===== src/fbct_ram.sv =====
// Generic single-write, single-read RAM with registered read data.
module fbct_ram #(
   parameter int WIDTH = 8,
   parameter int DEPTH = 16
) (
   input  logic                     clock,
   input  logic                     wr_en,
   input  logic [$clog2(DEPTH)-1:0] wr_addr,
   input  logic [WIDTH-1:0]         wr_data,
   input  logic [$clog2(DEPTH)-1:0] rd_addr,
   output logic [WIDTH-1:0]         rd_data
);

   logic [WIDTH-1:0] mem [DEPTH];

   // Write port and registered read port.
   always_ff @(posedge clock) begin
      if (wr_en) begin
         mem[wr_addr] <= wr_data;
      end
      rd_data <= mem[rd_addr];
   end

endmodule


===== config.mk =====
export PLATFORM = sky130hd
export DESIGN_NAME = fbct_ram
export DESIGN_NICKNAME = d
export VERILOG_FILES = /design/src/fbct_ram.sv
export SDC_FILE = /design/constraint.sdc
export NUM_CORES = 1
export LEC_CHECK = 0
export BUFFER_PORTS_ARGS = -buffer_cell sky130_fd_sc_hd__buf_2
export CAP_MARGIN = 40
export CORE_MARGIN = 1.5
export CORE_UTILIZATION = 60
export DETAILED_ROUTE_END_ITERATION = 10
export PLACE_DENSITY = 0.89
export SETUP_SLACK_MARGIN = 0.4
export SLEW_MARGIN = 20
export SYNTH_ARGS = -nofsm -noshare
export SYNTH_HDL_FRONTEND = slang
export SYNTH_SLANG_ARGS = --single-unit
export TNS_END_PERCENT = 20

===== constraint.sdc =====
create_clock -name clock -period 2.05 [get_ports clock]
set_clock_uncertainty 0.05 [all_clocks]
set_input_delay 0.1025 -clock clock [delete_from_list [all_inputs] [get_ports clock]]
set_output_delay 0.1025 -clock clock [all_outputs]
set_load 0.02 [all_outputs]

Word-level counts from Yosys, hierarchy flattened. Memories as Yosys holds them, arrays and structs flattened. A register that Yosys moved wholly into a read port is not among the register bits. Cells that the tools add are included. W data, S select, Z words.

Multiplexer cells: 2.

Operators with widths (number): $mux W1 (2).

Register bits: 0. Memory bits (writable): 128. Bits of input ports: 18. Output and inout bits: 8. Word-level logic and storage cells: 3. Memories: 1.

Memories: mem (words 16, width 8, read ports 1, clocked after Yosys merged registers in 1, write ports 1, line 14) `logic [WIDTH-1:0] mem [DEPTH];`.

Depth between registers and ports, before layout.
Depth after elaboration: 2. Mapped depth: 5. Gate-level depth less buffers: 3.

Worst setup path before layout. No wires, ideal clock.

Path type: input -> register. Start: in wr_addr[2]. End: mem mem[0][0] (enable). Setup time: 383 ps. Arrival: 1212 ps. Data required time: 1617 ps. Path slack: 405 ps. Cell stages on the path: 2. Path buffers: 0. Path through: or3b_2 > nor3_1.

RTL lines: start, declared (line 8) `input logic [$clog2(DEPTH)-1:0] wr_addr,`; end, declared (line 14).

Straight into the memory's write port.

==> flow_summary.ini <==
[clock_network]
clock_latency_ns = 0.51
cts_setup_buffers = 0
tritoncts = done
numCtsBuffers = 17
clock_sinks = 136
cts-root-buf = clkbuf_8
path_clk_slew_ns = 0.06
cts.path.max_buffers = 2
ctsHtreeMaxLevel = 4
cts-resized-gates = 0

[routing]
route.detailed.drc = 0
vias = 2516
drt-total-wl_um = 9970
via_per_inst = 6.20
wire_per_inst_um = 24.5
ant_nets = 0
drt_iter0_drc = 231
dr.pass1.iters = 4

[power_and_ir_drop]
ir_drop_v = 0.000654
p_leak_nw = 2.13
power_density_nw_per_um2 = 1060

[grt]
first_global_vias = 2581
grt_pass1_wl_um = 15000
grt-ovfl-total = 0
grt_max_degree = 33
grt_antenna_before_repair = 0
grtUsageTotal_pct = 24.9

[floorplanning]
start_util_pct = 62.3
die_w_um = 95.6
num_rows = 33
io_pins = 26
dieArea_um2 = 9140
die_h_um = 95.6
core_area_um2 = 8260

[critical_path]
slowest_stage = mux4_1
regToRegSetupSlack_ns = 0.59
path_depth = 3
reg2reg_depth = 3
path_class = reg2reg
crit_family = multiplexers
regToRegEndpoint = rd_data[4]
end_kind = flip-flop
crit_buf_inv = 0
cp_cell_sequence = mux4_1 -> a22oi_1 -> nand2_1
cp_data_arrival_time_ns = 1.80
path_max_fanout = 1
slowest_delay_ns = 0.59
worstPathRequired_ns = 2.39
critPathLaunchType = flip-flop
r2r_start = mem[9][4]

[logic_synthesis]
synth_seq_area_share_pct = 77.8
synth_common_cells = 128 x edfxtp_1, 18 x mux4_2, 16 x a22oi_1, 14 x mux4_1, 13 x nor2_1
synth.largest_area_cell = edfxtp_1
synthTopCellsByArea = edfxtp_1 75%, mux4_2 7.9%, mux4_1 7.1%
synthCells = 229
synth_top_area_share_pct = 74.7
ys.warnings.count = 0
synth_edf_count = 128
avgSynthCellArea_um2 = 22.5
syn_nets = 247
synth_cell_types = 19
syn_area_um2 = 5150
synth_most_common_cell = edfxtp_1
ys_async_sr_fraction_pct = 0
ys_seq_elements = 136
synth-main-ff-cell = edfxtp_1

[final_layout]
fin_nets = 308
diodes = 0
n_fill_cell = 424
design_area_um2 = 6180
layout-drive-gt1-share_pct = 30.6
area_growth_pct = 20.1

[placed_design]
io_buffers = 25
gp_congestion = 0.764
dp_hpwl_um = 6040
placed_area_um2 = 5490

[sta]
max_slew_margin_pct = 53.2
rsz0062_at_grt = false
finalHoldViolations = 0
min_period_ns = 1.46
tightestPinTransition_ns = 0.700
fmax_ghz = 0.685
setup_viol_count_final = 0
final.setup.tns_ns = 0
maxSlewViolCount = 0
period_share_pct = 71.2

[outcome]
outcome = complete, no violations

[hold_path]
hold_path_class = in2reg
worstHoldEndpoint = mem[12][0]
hold_depth = 3
hold_path_startpoint = wr_addr[0]

[run]
drv_cap = 0
per-stage QoR:
step	util (%)	setup WS [ns]	hold WS, ns	power [mW]	instances
floorplan	-	0.405	0.151	3.36	229
global placement	66.4	0.401	0.437	3.48	368
detailed placement	66.4	0.436	0.440	3.49	368
CTS	74.9	0.576	0.0773	6.62	406
global route	74.9	0.514	0.0979	6.75	406
finish	74.9	0.591	0.101	6.57	406
how the worst max path moves through the flow:
stage                     from         end  slack [ns]
detailed placement  rd_addr[0]  rd_data[0]        0.44
global placement    rd_addr[0]  rd_data[0]        0.40
CTS                  mem[9][4]  rd_data[4]        0.58
global route         mem[9][4]  rd_data[4]        0.51
finish               mem[9][4]  rd_data[4]        0.59
floorplan           wr_addr[2]   mem[0][0]        0.40
layout make-up:
class	count	area [um^2]	area share, %
clock inverter	13	204	3.30
sequential	136	4000	64.8
tap	105	131	2.12
timing repair buffer	52	373	6.03
clock buffer	17	414	6.70
multi-input combinational	83	1060	17.1
per-layer routing:
metal	share of wire, %	routed length, um	global-route usage (%)
met3	8.7	870	7.18
met4	1.2	116	8.70
met2	50	5030	39.3
met1	40	3950	33.6
met5	0	0	0
power breakdown:
group | internal [mW] | total, mW | switching (mW) | leakage [nW]
clock network | 2.08 | 3.13 | 1.05 | 0.294
logic | 0.135 | 0.318 | 0.183 | 0.614
registers | 3.11 | 3.13 | 0.0211 | 1.22
total | 5.32 | 6.57 | 1.25 | 2.13
placed cells by master, fill, tap and decap left out, types with 2 or more instances in the layout:
master / count
nor2_1: 13
dfxtp_1: 8
buf_12: 2
dlygate4sd3_1: 8
edfxtp_1: 128
clkbuf_16: 16
buf_4: 17
nor3_1: 4
nand3b_1: 2
buf_2: 25
a22oi_1: 16
nand2_1: 9
clkinv_2: 2
clkinvlp_4: 3
mux4_2: 18
mux4_1: 14
bufinv_16: 5
nand2b_1: 2
sequential cells by signal, indices dropped and copies added, names as in the netlist:
signal,cells
rd_data,8
mem,128
cells by family (layout without fill, tap and decap cells):
family	Yosys count	after routing	share of synthesized area [%]
DFF	136	136	77.8
and+or+nand+nor	35	35	3.18
muxes	32	32	15.0
AOI/OAI and AO/OA	16	16	2.33
buffers and inverters	10	82	1.68
worst register-to-register path: stages, from the launching register on:
cell and delay [ns]:
edfxtp_1 0.41, mux4_1 0.59, a22oi_1 0.23, nand2_1 0.07
timing repair:
action | in CTS | in global routing
endpoints found under the setup margin | 0 | 0
hold buffers | 8 | 0
hold endpoints to repair | 128 | 0
(Power assumes the default switching activity.)
